`src/rtl/core/gram_schmidt_orthonormalizer_assert.svh`:
```
// Assertion macros for the Gram-Schmidt orthonormalizer.
// Expects clk and rst_n in the scope where a macro is used.
`ifndef GRAM_SCHMIDT_ORTHONORMALIZER_ASSERT_SVH
`define GRAM_SCHMIDT_ORTHONORMALIZER_ASSERT_SVH

// Consequent must hold in the same cycle as the antecedent.
`define GSO_ASSERT_SAME(lbl, ante, cons) \
  lbl: assert property (@(posedge clk) disable iff (!rst_n) (ante) |-> (cons)) \
    else $error("gso check failed: same-cycle implication");

// Consequent must hold in the cycle after the antecedent.
`define GSO_ASSERT_NEXT(lbl, ante, cons) \
  lbl: assert property (@(posedge clk) disable iff (!rst_n) (ante) |=> (cons)) \
    else $error("gso check failed: next-cycle implication");

`endif

```
`src/rtl/core/gso_pkg.sv`:
```
// Shared types and constants of the Gram-Schmidt orthonormalizer.
// No dependencies; used by every module of the block but gso_matrix_mem.
`default_nettype none
package gso_pkg;

  localparam int DEF_MAX_ROWS = 64;
  localparam int DEF_MAX_COLS = 16;

  localparam int Q_W      = 32;
  localparam int PROD_W   = 64;
  localparam int ROOT_W   = 32;
  localparam int DIVD_W   = 48;
  localparam int KEPT_W   = 5;
  localparam int ROWS_W   = 7;
  localparam int COLS_W   = 5;
  localparam int EPS_W    = 16;
  localparam int CFG_IDX_W = 2;

  localparam logic [ROWS_W-1:0] ROWS_RESET = 7'd64;
  localparam logic [COLS_W-1:0] COLS_RESET = 5'd16;
  localparam logic [EPS_W-1:0]  EPS_RESET  = 16'd7;

  localparam logic [1:0] REQ_WRITE = 2'd0;
  localparam logic [1:0] REQ_START = 2'd1;
  localparam logic [1:0] REQ_READ  = 2'd2;

  localparam logic [CFG_IDX_W-1:0] CFG_ROWS_USED = 2'd0;
  localparam logic [CFG_IDX_W-1:0] CFG_COLS_USED = 2'd1;
  localparam logic [CFG_IDX_W-1:0] CFG_EPS       = 2'd2;

  localparam logic RES_READ = 1'b0;
  localparam logic RES_DONE = 1'b1;

  typedef struct packed {
    logic [1:0]         req_type;
    logic [5:0]         row_index;
    logic [3:0]         col_index;
    logic signed [31:0] entry_value;
  } in_item_t;

  typedef struct packed {
    logic               result_kind;
    logic signed [31:0] read_value;
    logic [4:0]         columns_kept;
  } out_item_t;

  typedef enum logic [3:0] {
    ST_IDLE,
    ST_COL,
    ST_DOT,
    ST_DOT_DRAIN,
    ST_UPD,
    ST_UPD_DRAIN,
    ST_SSQ,
    ST_SSQ_DRAIN,
    ST_SQRT,
    ST_CHK,
    ST_SCL_RD,
    ST_SCL_WAIT,
    ST_SCL_DIV,
    ST_ZERO,
    ST_DONE
  } gso_state_t;

endpackage
`default_nettype wire

```
`src/rtl/core/gso_isqrt.sv`:
```
// Floor square root of a 64-bit value, one result bit per cycle.
// Depends on gso_pkg for widths.
`default_nettype none
module gso_isqrt (
  input  wire logic                          clk,
  input  wire logic                          rst_n,
  input  wire logic                          start,
  input  wire logic [gso_pkg::PROD_W-1:0]    radicand,
  output logic                               done,
  output logic [gso_pkg::ROOT_W-1:0]         root
);

  localparam int CW = $clog2(gso_pkg::ROOT_W);

  logic                        busy_r, done_r;
  logic [CW-1:0]               cnt_r;
  logic [gso_pkg::PROD_W-1:0]  rad_r;
  logic [gso_pkg::ROOT_W-1:0]  root_r;
  logic [gso_pkg::ROOT_W+1:0]  rem_r;
  logic [gso_pkg::ROOT_W+2:0]  rem_sh, trial;
  logic                        ge;

  // Two radicand bits enter the partial remainder per step.
  assign rem_sh = {rem_r[gso_pkg::ROOT_W:0], rad_r[gso_pkg::PROD_W-1 -: 2]};
  assign trial  = {1'b0, root_r, 2'b01};
  assign ge     = rem_sh >= trial;

  always_ff @(posedge clk) begin
    if (!rst_n) begin
      busy_r <= 1'b0;
      done_r <= 1'b0;
      cnt_r  <= '0;
    end else begin
      done_r <= 1'b0;
      if (start) begin
        busy_r <= 1'b1;
        cnt_r  <= '0;
      end else if (busy_r) begin
        cnt_r <= cnt_r + 1'b1;
        if (cnt_r == CW'(gso_pkg::ROOT_W - 1)) begin
          busy_r <= 1'b0;
          done_r <= 1'b1;
        end
      end
    end
  end

  always_ff @(posedge clk) begin
    if (start) begin
      rad_r  <= radicand;
      root_r <= '0;
      rem_r  <= '0;
    end else if (busy_r) begin
      rad_r  <= {rad_r[gso_pkg::PROD_W-3:0], 2'b00};
      root_r <= {root_r[gso_pkg::ROOT_W-2:0], ge};
      rem_r  <= ge ? (gso_pkg::ROOT_W+2)'(rem_sh - trial) : rem_sh[gso_pkg::ROOT_W+1:0];
    end
  end

  assign done = done_r;
  assign root = root_r;

endmodule
`default_nettype wire

```
`config.mk`:
```
export PLATFORM = sky130hd
export DESIGN_NAME = gso_isqrt
export DESIGN_NICKNAME = d
export VERILOG_FILES = /design/src/rtl/core/gram_schmidt_orthonormalizer_assert.svh /design/src/rtl/core/gso_pkg.sv /design/src/rtl/core/gso_isqrt.sv
export SDC_FILE = /design/constraint.sdc
export NUM_CORES = 1
export LEC_CHECK = 0
export BUFFER_PORTS_ARGS = -buffer_cell sky130_fd_sc_hd__buf_4
export CAP_MARGIN = 25
export CORE_MARGIN = 2
export CORE_UTILIZATION = 40
export CTS_BUF_LIST = sky130_fd_sc_hd__clkbuf_8
export CTS_CLUSTER_DIAMETER = 100
export CTS_CLUSTER_SIZE = 14
export DETAILED_ROUTE_END_ITERATION = 7
export PLACE_DENSITY_LB_ADDON = 0.25
export SYNTH_ARGS = -nofsm -noshare
export SYNTH_HDL_FRONTEND = slang
export SYNTH_SLANG_ARGS = --single-unit
export TNS_END_PERCENT = 50
```
`constraint.sdc`:
```
create_clock -name clk -period 2.91 [get_ports clk]
set_clock_uncertainty 0.05 [all_clocks]
set_input_delay 0.291 -clock clk [delete_from_list [all_inputs] [get_ports clk]]
set_output_delay 0.291 -clock clk [all_outputs]
set_load 0.05 [all_outputs]
```
Yosys cells after proc, flatten, opt, wreduce, memory -nomap -nowiden:

Index checks and enable logic that the tools add are counted.

* $add $sub $neg: 2
* magnitude comparators: 1
* eq/ne operators: 1
* mux-type cells: 7
* bitwise gates (word level): 2
* reductions and logical operators: 3

Operators by type and width (number)
* 2-to-1 mux 64 bit: 2
* greater-or-equal comparator 35 x 34 -> 1 bit: 1
* 2-to-1 mux 33 bit: 1
* subtractor 33 bit: 1
* adder 5 x 1 -> 5 bit (second input constant): 1
* == test 5 bit (second input constant): 1
* 2-to-1 mux 1 bit: 4
* OR reduction 3 bit: 1
* inverter 1 bit: 2
* nonzero test 2 bit: 1
* OR reduction 2 bit: 1

* register bits after elaboration: 136
* output and inout bits: 33

Longest topological paths before layout:

* word-level depth: 4
* mapped depth: 14
* gate-level depth less buffers: 11

Worst setup path after synthesis:

Ideal clock, no wire load.

* path type: register to register
* from: register root_r, in the netlist root[16]
* to: register rem_r[26] (netlist name)
* arrival: 2.855 ns
* path slack: -0.147 ns
* stages on the path, launching flop included: 14
* path buffers: 2
* clock period less this slack: 3.057 ns
* cells stage by stage: dfxtp_1 inv_1 ha_1 buf_6 and4_1 and2_1 a221o_1 o2111ai_2 o211a_1 buf_6 nor2_8 mux2_4 mux2i_1 a311oi_2

* longest elaborated chain between the ends: 2

Ends and longest elaborated chain
* from (decl): line gso_isqrt.sv:18 `logic [gso_pkg::ROOT_W-1:0] root_r;`
* from (signal assigned): line gso_isqrt.sv:55 `root_r <= {root_r[gso_pkg::ROOT_W-2:0], ge};`
* subtractor 33 bit or greater-or-equal comparator 35 x 34 -> 1 bit (tied branches): line gso_isqrt.sv:56, gso_isqrt.sv:26
* 2-to-1 mux 33 bit (*): line gso_isqrt.sv:56 `rem_r <= ge ? (gso_pkg::ROOT_W+2)'(rem_sh - trial) : rem_sh[gso_pkg::ROOT_W+1:0];`
* to (signal assigned): line gso_isqrt.sv:56
* to (decl): line gso_isqrt.sv:19 `logic [gso_pkg::ROOT_W+1:0] rem_r;`

Mark *: on every way between the ends. The rest lies on a longest branch, timed or not.
A chain may end at the register's enable or synchronous reset.

Worst setup path after layout:

* from: register root_r, in the netlist root[12]
* to: register rem_r[26] (netlist name)

Same word-level chain as after synthesis.

==> impl_metrics.toml <==
[sta]
setup_tns_ps = 0
hold_viol = 0
setup_viol = 0
tightest_slew_ps = 711
rsz0062_at_grt = "false"
whs_ps = 72.3
fin_crit_sh = 0.953
period_minus_slack_ps = 2770
fmax_mhz = 361
slew_headroom = 0.526
report.final.slew_viol_count = 0

[clock_tree]
cts_root_buf = "clkbuf_8"
cts_tree = "done"
cts_made_buffers = 17
clock_latency_ps = 450
numClockSinks = 136
clkTransAtPathRegs_ps = 90
ctsHtreeMaxLevel = 4
ctsLongestPathBuffers = 2

[placed_design]
hpwl_mm = 11.3
io_buffers = 99
dpl_cell_area_mm2 = 0.00862
gp_congestion = 0.871

[grt]
grt_usage = 0.165
overflow = 0
grt_pass1_vias = 5394
grt_max_degree = 65
antenna_found_initial = 0
grt_pass1_wl_mm = 26.6

[worst_setup_path]
critPathMaxFanout = 8
cp_data_arrival_time_ps = 3020
worst_setup_path_end_kind = "flop"
crit_required_ps = 3150
cp-start-kind = "flop"
path_class = "flop to flop"

[power]
p_sw_frac = 0.407
comb_power_share = 0.534
p_leak_nw = 3.70
clockPowerShare = 0.182
p_per_area_mw_per_mm2 = 937
ir_drop_uv = 582
pwr-share-seq = 0.284
internal_power_mw = 5.05
p_sw_mw = 3.47

[die]
die_y_um = 141
io_pins = 100
die-area_mm2 = 0.0200
dieWidth_um = 141
floorplan.initialDensity = 0.405
num_rows = 50
core_area_mm2 = 0.0186

[synthesis]
synthTopCellsByArea = "edfxtp_1 (25%), dfxtp_1 (19%), mux2_2 (9.4%)"
ys_seq_elements = 136
synth_area_mm2 = 0.00755
synth_common_cells = "nor2_1 (90), dfxtp_1 (72), edfxtp_1 (64)"
yosysSeqAreaShare = 0.445
synth_top_area_cell = "edfxtp_1"
synth_cell_types = 61
synth_top_flop_cell = "dfxtp_1"
synth_top_area_frac = 0.254
synth_mux_area_frac = 0.166
yosysMostFrequentCell = "nor2_1"
yosysWarningCount = 0
mappedNetlistNets = 830
synth_area_per_cell_um2 = 10.4
postSynthCellCount = 727
synthArstFlopShare = 0
synth_xor_area_frac = 0.0325
yosys.area_share.simple = 0.106
synth_top_family_by_area = "multiplexers"
synth-compound-area-share = 0.144
synth_edf_count = 64
synth_fa_ha_area_frac = 0.0596

[cells_and_area]
layout-drive-gt1-share = 0.314
utilization = 0.488
fillCellCount = 1765
n_antenna_cell = 0
area_delta_synth_final_pct = 20.3
nNetsFinal = 936
multi_input_area_mm2 = 0.00389
register_area_mm2 = 0.00338
final_cell_area_mm2 = 0.00909

[flow_run]
max-cap-violations = 0

[detailed_routing]
route.detailed.drc = 0
wl_per_cell_um = 14.9
drt-total-wl_mm = 16.1
antenna_left = 0
drt_pre_antenna_iters = 4
viasPerCell = 5.16
first_iter_violations = 321
via_count = 5572

[hold_path]
hold_path.class = "input pin to flop"

[run_status]
status = "complete, no violations"
-- kinds of logic after synthesis --
logic type / count (synthesis)
multiplexers: 117
flip-flops: 136
buffers and inverters: 79
XOR/XNOR: 28
adder cells (fa/ha/maj): 36
AO/OA/AOI/OAI: 153
AND/OR/NAND/NOR: 178
-- sequential cells by signal, summed over array words and instances, names as in the netlist --
register,cells
busy_r,1
cnt_r,5
done,1
rad_r,64
rem_r,33
root,32
-- stage by stage --
stage | worst slack, ps | power, mW | instances
5_1_grt | 0.136 | 9.16 | 1080
6_report | 136 | 8.51 | 1080
2_1_floorplan | 9.33 | 5.91 | 727
4_1_cts | 21.0 | 8.48 | 1079
3_5_place_dp | -15.7 | 6.88 | 1046
3_3_place_gp | -39.9 | 6.89 | 1046
-- critical path: stages (launching register included) --
cell and delay, ps:
dfxtp_2 350, inv_1 50, ha_2 340, and3_1 210, and2_1 170, a221o_1 360
o2111ai_2 180, o211a_1 280, nor2_8 80, mux2_4 310, mux2i_2 160, a311oi_2 60
-- per-layer routing --
layer	global-route usage	vias up	part of all wire
met3	0.0550	15	0.056
met2	0.257	109	0.45
li1	-	2838	-
met5	0	-	0
met4	0.0458	0	0.012
met1	0.220	2610	0.48
-- cell usage in the layout, fill, tap and decap left out, types with 19 or more instances in the layout --
master	instances
o21ai_0	29
mux2_2	63
nor2_1	90
a21oi_1	29
mux2i_1	51
nand2_1	39
inv_1	41
xnor2_1	20
a211oi_1	19
dfxtp_1	57
ha_1	29
edfxtp_1	64
buf_4	119
-- path summary, 6_finish.rpt --
path / from / slack, ps / endpoint / cells after the start
min reg2reg: rem_r[31]$_SDFFE_PP0P_ / 440 / rem_r[31]$_SDFFE_PP0P_ / 2
max: root[12]$_SDFFE_PP0P_ / 140 / rem_r[26]$_SDFFE_PP0P_ / 11
max reg2reg: root[12]$_SDFFE_PP0P_ / 140 / rem_r[26]$_SDFFE_PP0P_ / 11
min: radicand[0] / 70 / rad_r[0]$_SDFFCE_PN0P_ / 2
-- what timing repair did --
action | 4_1_cts | 5_1_grt
gates cloned | 0 | 0
setup buffers | 0 | 1
gates resized for setup | 1 | 20
endpoints found under the hold margin | 1 | 0
hold buffers | 1 | 0
setup endpoints to repair | 1 | 34
pin swaps | 0 | 3
-- power by group through the flow --
stage | Combinational, mW | Sequential, mW | Clock [mW]
after detailed placement | 4.43 | 2.46 | 0
after floorplan | 3.49 | 2.42 | 0
after CTS | 4.46 | 2.41 | 1.60
after global routing | 5.03 | 2.45 | 1.68
after global placement | 4.43 | 2.45 | 0
final | 4.55 | 2.42 | 1.55
-- layout make-up --
type,instances,share of cell area
clock buffer,17,0.0257
clock inverter,15,0.0171
inverter,42,0.0173
multi-input combinational,512,0.428
sequential,136,0.372
tap,234,0.0322
timing repair buffer,124,0.107
No activity file was read; power rests on OpenSTA's default activity.
