<file path="config.mk">
export PLATFORM = sky130hd
export DESIGN_NAME = gso_divider
export DESIGN_NICKNAME = d
export VERILOG_FILES = /design/src/rtl/core/gram_schmidt_orthonormalizer_assert.svh /design/src/rtl/core/gso_pkg.sv /design/src/rtl/core/gso_divider.sv
export SDC_FILE = /design/constraint.sdc
export NUM_CORES = 1
export LEC_CHECK = 0
export ABC_AREA = 0
export BUFFER_PORTS_ARGS = -buffer_cell sky130_fd_sc_hd__buf_2
export CAP_MARGIN = 40
export CORE_MARGIN = 2
export CORE_UTILIZATION = 40
export DETAILED_ROUTE_END_ITERATION = 6
export SLEW_MARGIN = 20
export SYNTH_ARGS = -nofsm -noshare
export SYNTH_HDL_FRONTEND = slang
export SYNTH_SLANG_ARGS = --single-unit
</file>
<file path="constraint.sdc">
create_clock -name clk -period 3.7 [get_ports clk]
set_clock_uncertainty 0.1 [all_clocks]
set_input_delay 0.37 -clock clk [delete_from_list [all_inputs] [get_ports clk]]
set_output_delay 0.37 -clock clk [all_outputs]
set_load 0.01 [all_outputs]
</file>
<file path="src/rtl/core/gram_schmidt_orthonormalizer_assert.svh">
// Assertion macros for the Gram-Schmidt orthonormalizer.
// Expects clk and rst_n in the scope where a macro is used.
`ifndef GRAM_SCHMIDT_ORTHONORMALIZER_ASSERT_SVH
`define GRAM_SCHMIDT_ORTHONORMALIZER_ASSERT_SVH

// Consequent must hold in the same cycle as the antecedent.
`define GSO_ASSERT_SAME(lbl, ante, cons) \
  lbl: assert property (@(posedge clk) disable iff (!rst_n) (ante) |-> (cons)) \
    else $error("gso check failed: same-cycle implication");

// Consequent must hold in the cycle after the antecedent.
`define GSO_ASSERT_NEXT(lbl, ante, cons) \
  lbl: assert property (@(posedge clk) disable iff (!rst_n) (ante) |=> (cons)) \
    else $error("gso check failed: next-cycle implication");

`endif

</file>
<file path="src/rtl/core/gso_pkg.sv">
// Shared types and constants of the Gram-Schmidt orthonormalizer.
// No dependencies; used by every module of the block but gso_matrix_mem.
`default_nettype none
package gso_pkg;

  localparam int DEF_MAX_ROWS = 64;
  localparam int DEF_MAX_COLS = 16;

  localparam int Q_W      = 32;
  localparam int PROD_W   = 64;
  localparam int ROOT_W   = 32;
  localparam int DIVD_W   = 48;
  localparam int KEPT_W   = 5;
  localparam int ROWS_W   = 7;
  localparam int COLS_W   = 5;
  localparam int EPS_W    = 16;
  localparam int CFG_IDX_W = 2;

  localparam logic [ROWS_W-1:0] ROWS_RESET = 7'd64;
  localparam logic [COLS_W-1:0] COLS_RESET = 5'd16;
  localparam logic [EPS_W-1:0]  EPS_RESET  = 16'd7;

  localparam logic [1:0] REQ_WRITE = 2'd0;
  localparam logic [1:0] REQ_START = 2'd1;
  localparam logic [1:0] REQ_READ  = 2'd2;

  localparam logic [CFG_IDX_W-1:0] CFG_ROWS_USED = 2'd0;
  localparam logic [CFG_IDX_W-1:0] CFG_COLS_USED = 2'd1;
  localparam logic [CFG_IDX_W-1:0] CFG_EPS       = 2'd2;

  localparam logic RES_READ = 1'b0;
  localparam logic RES_DONE = 1'b1;

  typedef struct packed {
    logic [1:0]         req_type;
    logic [5:0]         row_index;
    logic [3:0]         col_index;
    logic signed [31:0] entry_value;
  } in_item_t;

  typedef struct packed {
    logic               result_kind;
    logic signed [31:0] read_value;
    logic [4:0]         columns_kept;
  } out_item_t;

  typedef enum logic [3:0] {
    ST_IDLE,
    ST_COL,
    ST_DOT,
    ST_DOT_DRAIN,
    ST_UPD,
    ST_UPD_DRAIN,
    ST_SSQ,
    ST_SSQ_DRAIN,
    ST_SQRT,
    ST_CHK,
    ST_SCL_RD,
    ST_SCL_WAIT,
    ST_SCL_DIV,
    ST_ZERO,
    ST_DONE
  } gso_state_t;

endpackage
`default_nettype wire

</file>
<file path="src/rtl/core/gso_divider.sv">
// Restoring unsigned divider, 48-bit dividend by 32-bit divisor, one bit per cycle.
// Depends on gso_pkg for widths.
`default_nettype none
module gso_divider (
  input  wire logic                        clk,
  input  wire logic                        rst_n,
  input  wire logic                        start,
  input  wire logic [gso_pkg::DIVD_W-1:0]  dividend,
  input  wire logic [gso_pkg::Q_W-1:0]     divisor,
  output logic                             done,
  output logic [gso_pkg::DIVD_W-1:0]       quotient
);

  localparam int CW = $clog2(gso_pkg::DIVD_W);

  logic                        busy_r, done_r;
  logic [CW-1:0]               cnt_r;
  logic [gso_pkg::DIVD_W-1:0]  quo_r;
  logic [gso_pkg::Q_W-1:0]     rem_r, div_r;
  logic [gso_pkg::Q_W:0]       rem_sh;
  logic                        ge;

  assign rem_sh = {rem_r, quo_r[gso_pkg::DIVD_W-1]};
  assign ge     = rem_sh >= {1'b0, div_r};

  always_ff @(posedge clk) begin
    if (!rst_n) begin
      busy_r <= 1'b0;
      done_r <= 1'b0;
      cnt_r  <= '0;
    end else begin
      done_r <= 1'b0;
      if (start) begin
        busy_r <= 1'b1;
        cnt_r  <= '0;
      end else if (busy_r) begin
        cnt_r <= cnt_r + 1'b1;
        if (cnt_r == CW'(gso_pkg::DIVD_W - 1)) begin
          busy_r <= 1'b0;
          done_r <= 1'b1;
        end
      end
    end
  end

  // The quotient register doubles as the dividend shifter.
  always_ff @(posedge clk) begin
    if (start) begin
      quo_r <= dividend;
      rem_r <= '0;
      div_r <= divisor;
    end else if (busy_r) begin
      quo_r <= {quo_r[gso_pkg::DIVD_W-2:0], ge};
      rem_r <= ge ? gso_pkg::Q_W'(rem_sh - {1'b0, div_r}) : rem_sh[gso_pkg::Q_W-1:0];
    end
  end

  assign done     = done_r;
  assign quotient = quo_r;

endmodule
`default_nettype wire

</file>
# After elaboration in Yosys (flattened, before gate mapping)
# Index checks and enable logic that the tools add are counted.
classes:
  addsub: 2
  multipliers: 0
  div_mod_pow: 0
  n_lt_le_gt_ge: 1
  n_eq_ne: 1
  shift: 0
  mux: 7
  n_bitwise: 2
  n_reduce_logical: 3
ops:
  columns: ["cell", "n"]
  rows:
  - ["$mux W48", 2]
  - ["$ge A33 B32 Y1", 1]
  - ["$mux W32", 1]
  - ["$sub A32 B32 Y32", 1]
  - ["$add A6 B1 Y6 const B", 1]
  - ["$eq A6 B6 Y1 const B", 1]
  - ["$mux W1", 4]
  - ["$reduce_or A3 Y1", 1]
  - ["$not A1 Y1", 2]
  - ["$reduce_bool A2 Y1", 1]
  - ["$reduce_or A2 Y1", 1]
word_totals:
  register_bits: 120
  latchBits: 0
  ramBits: 0
  mem_bits_ro: 0
  inputBits: 83
  output_inout_bits: 49
  elab_cells: 22
  mem_count: 0

# Logic depth before layout (Yosys ltp)
depth:
  depth_word: 4
  ltp_mapped: 14
  ltp_nobuf: 12

# Worst setup path before layout
# OpenSTA, ideal clock, no wires.
synth_path:
  path_kind: "register -> register"
  start: "register div_r[19] (netlist bit)"
  end: "register quo_r, in the netlist quotient[0], data pin"
  setup_ps: 260
  arrival_ps: 2568
  required_time_ps: 3340
  setup_slack_ps: 772
  path_stages_with_launch: 14
  n_path_buf: 3
  period_less_slack_ps: 2928
  cell_sequence: "edfxtp_1 -> inv_1 -> ha_1 -> buf_6 -> and3_4 -> and2_4 -> a41o_1 -> o311a_1 -> a21oi_2 -> o21ai_2 -> o32a_2 -> buf_6 -> buf_6 -> mux2_2"
synth_between:
  elab_chain_cells: 3
synth_lines:
  columns: ["element", "line", "rtl"]
  rows:
  - ["start, declared", "gso_divider.sv:19", "logic [gso_pkg::Q_W-1:0] rem_r, div_r;"]
  - ["start signal, assigned", "gso_divider.sv:51", "div_r <= divisor;"]
  - ["$ge A33 B32 Y1", "gso_divider.sv:24", "assign ge = rem_sh >= {1'b0, div_r};"]
  - ["$mux W48", "gso_divider.sv:52", "end else if (busy_r) begin"]
  - ["$mux W48", "gso_divider.sv:48", "if (start) begin"]
  - ["end signal, assigned", "gso_divider.sv:49", "quo_r <= dividend;"]
  - ["end signal, assigned", "gso_divider.sv:53", "quo_r <= {quo_r[gso_pkg::DIVD_W-2:0], ge};"]
  - ["end, declared", "gso_divider.sv:18", "logic [gso_pkg::DIVD_W-1:0] quo_r;"]
# Every way passes these cells. The select of a mux whose other input is x is not followed.
# A chain may end at the register's enable or synchronous reset.

# Final worst setup path
layout_path:
  start: "register div_r[3] (netlist bit)"
  end: "register rem_r[16] (netlist bit)"
layout_between:
  elab_chain_cells: 2
  word_cells_on_any_way: 3
  cone_classes: "1 x add/sub; 1 x order compare; 1 x mux"
layout_lines:
  columns: ["element", "line", "rtl"]
  rows:
  - ["$sub A32 B32 Y32 / $ge A33 B32 Y1 (equally long branches)", "gso_divider.sv:54, gso_divider.sv:24", null]
  - ["$mux W32 *", "gso_divider.sv:54", "rem_r <= ge ? gso_pkg::Q_W'(rem_sh - {1'b0, div_r}) : rem_sh[gso_pkg::Q_W-1:0];"]
  - ["end signal, assigned", "gso_divider.sv:54", null]
  - ["end, declared", "gso_divider.sv:19", null]
# Every way passes the cells marked *; elsewhere a longest branch is shown, timed or not.

==> flow_summary.ini <==
[detailed_routing]
finalWirelength_um = 15700
dr_total_vias = 5123
dr.pass1.iters = 5
antenna_left = 0
drc = 0
wire_per_inst_um = 16.0
via_per_inst = 5.21
first_iter_violations = 344

[timing]
final.setup.tns_ns = 0
hold_ws_ns = 0.0262
rsz0062_at_grt = no
clock.fmax_ghz = 0.305
final.min_clock_period_ns = 3.28
finalHoldViolations = 0
finalMaxSlewViolations = 0
fin_crit_sh = 0.886
max-slew-margin-rel = 0.494
finalSetupViolCount = 0
max_slew.worst_pin.slew_ns = 0.756

[clock_tree]
cts_buffers = 17
htree_levels = 4
clk_path_buf_depth = 2
holdBufCountCts = 0
clk_pin_slew_ns = 0.06
cts_tree = built
insertion_delay_ns = 0.42
cts-root-buf = clkbuf_16
postCtsSetupBuffers = 0
cts_num_sinks = 120
cts_resized = 0

[synthesis]
yosysTopAreaCell = edfxtp_1
yosysTopAreaCellShare = 0.360
synth_area_leaders = edfxtp_1, dfxtp_1, mux2_2
synthCells = 621
synth_edf_count = 80
synth_seq_cells = 120
yosysWarningCount = 0
ys_async_sr_fraction = 0
synth_nets = 738
yosys.cell_types.count = 70
ys.flop_type = edfxtp_1
synth_area_sq_um = 6680
avgSynthCellArea_sq_um = 10.8
seq_area_frac_synth = 0.480

[global_route]
antenna_found_initial = 0
grt_pass1_wl_um = 26500
grt_overflow = 0
gr-usage-all-layers = 0.185
grt_max_degree = 69
first_global_vias = 5323

[final_layout]
final_common_cell = buf_2
drive_gt1_frac = 0.312
nFillCells = 1542
register_area_sq_um = 3200
layout_common_cells = buf_2, edfxtp_1, nor2_1
area_growth_pct = 21.8
instances_no_fill = 983
fin_nets = 867
num_antenna_cells = 0
multiInputGateArea_sq_um = 3170
post-route-util = 0.494

[critical_path]
cpLargestDelayFamily = compound AO/OA/AOI/OAI gates
start_kind = flip-flop
required_ns = 3.86
arrival_ns = 3.44
cp_num_buf_inv = 2
slowest_delay_ns = 0.45
path_max_fanout = 20
slowest_stage = o32a_2
cp_cell_sequence = inv_1 -> ha_1 -> and3_1 -> o21ai_0 -> a211o_1 -> nand4bb_1 -> a21oi_2 -> o21ai_2 -> o32a_2 -> buf_12 -> mux2i_1 -> a211oi_1
setup.worst_path.end_class = flip-flop
worst-setup-path-type = flip-flop to flip-flop

[place]
gp_congestion = 0.905
post-dp-hpwl_um = 11200
dp_cells = 951
numPortBuffers = 131

[power]
p_int_uw = 2990
switchingPower_uw = 1260
power_uw = 4250
switching_share = 0.296
comb_power_share = 0.216
p_clk_frac = 0.398
power.leakage_uw = 0.00345
irDropWorstVdd_mv = 0.367
seq_power_share = 0.386
powerDensity_nw_per_um2 = 523

[run_status]
status = finished, final reports clean

[floorplan]
die_y_um = 133
initial_core_util = 0.406
dieWidth_um = 133
dieArea_sq_um = 17700
core_area_sq_um = 16500
ios = 132
rows = 47

[job]
max-cap-violations = 0

[hold_path]
min_path_type = input port to flip-flop
sequential cells by signal, summed over array words and instances (netlist names):
register	cells
div_r	32
rem_r	32
quotient	48
done	1
cnt_r	6
busy_r	1
through the flow:
stage / setup slack, ns / area [sq um]
floorplan: 0.772 / 6680
global placement: 0.466 / 7540
detailed placement: 0.428 / 7540
CTS: 0.409 / 8140
global route: 0.190 / 8140
finish: 0.424 / 8140
cell usage after synthesis (3+ instances only):
| library cell | n |
|---|---|
| xor2_1 | 11 |
| a311oi_1 | 7 |
| nand3_1 | 7 |
| a31o_2 | 3 |
| mux2_2 | 48 |
| and3_1 | 6 |
| clkbuf_1 | 23 |
| xnor2_1 | 17 |
| mux2i_1 | 22 |
| buf_6 | 3 |
| a21oi_1 | 37 |
| or3_1 | 6 |
| a211oi_1 | 26 |
| nor3_1 | 7 |
| edfxtp_1 | 80 |
| ha_1 | 33 |
| inv_1 | 37 |
| a21o_1 | 11 |
| nand4_1 | 7 |
| and4_1 | 4 |
| o21ai_0 | 19 |
| dfxtp_1 | 40 |
| nand2_1 | 43 |
| a31oi_1 | 8 |
| nor2b_1 | 5 |
| nor2_1 | 55 |
| o21ai_1 | 5 |
cell families (layout without fill, tap and decap cells):
logic type,after synthesis,in the layout,share of synthesized area
AOI/OAI and AO/OA,141,141,0.141
adders and majority gates,34,34,0.0648
muxes,70,70,0.114
buffers and inverters,69,211,0.0465
xor gates and xnor gates,28,28,0.0367
DFF,120,120,0.480
and+or+nand+nor,159,159,0.117
per-layer routing:
metal,routed length [um],vias up,share of wire,GRT usage
met4,141,0,0.0090,0.0526
met3,1050,15,0.067,0.0582
met5,0,-,0,0
met1,7260,2397,0.46,0.240
met2,7290,150,0.46,0.299
li1,-,2561,-,-
power groups by stage:
stage          Combinational [uW]  Sequential [uW]  Clock, uW
2_1_floorplan                 642             1680          0
3_3_place_gp                  901             1660          0
3_5_place_dp                  915             1670          0
4_1_cts                       920             1640       1730
5_1_grt                      1020             1660       1790
6_report                      919             1640       1690
layout make-up:
cell class / count / share of cell area
Clock inverter: 15 / 0.0217
Inverter: 38 / 0.0175
Multi-Input combinational cell: 432 / 0.389
Clock buffer: 17 / 0.0523
Tap cell: 220 / 0.0338
Timing Repair Buffer: 141 / 0.0916
Sequential cell: 120 / 0.394
final timing paths:
| path | startpoint | endpoint | slack, ns | depth (start not counted) |
|---|---|---|---|---|
| setup reg to reg | div_r[3]$_DFFE_PP_ | rem_r[16]$_SDFFE_PP0P_ | 0.42 | 12 |
| setup / recovery | div_r[3]$_DFFE_PP_ | rem_r[16]$_SDFFE_PP0P_ | 0.42 | 12 |
| hold / removal | divisor[2] | div_r[2]$_DFFE_PP_ | 0.03 | 1 |
| hold reg to reg | rem_r[20]$_SDFFE_PP0P_ | rem_r[21]$_SDFFE_PP0P_ | 0.40 | 2 |
Note: power is estimated with default switching activity, not from simulation.
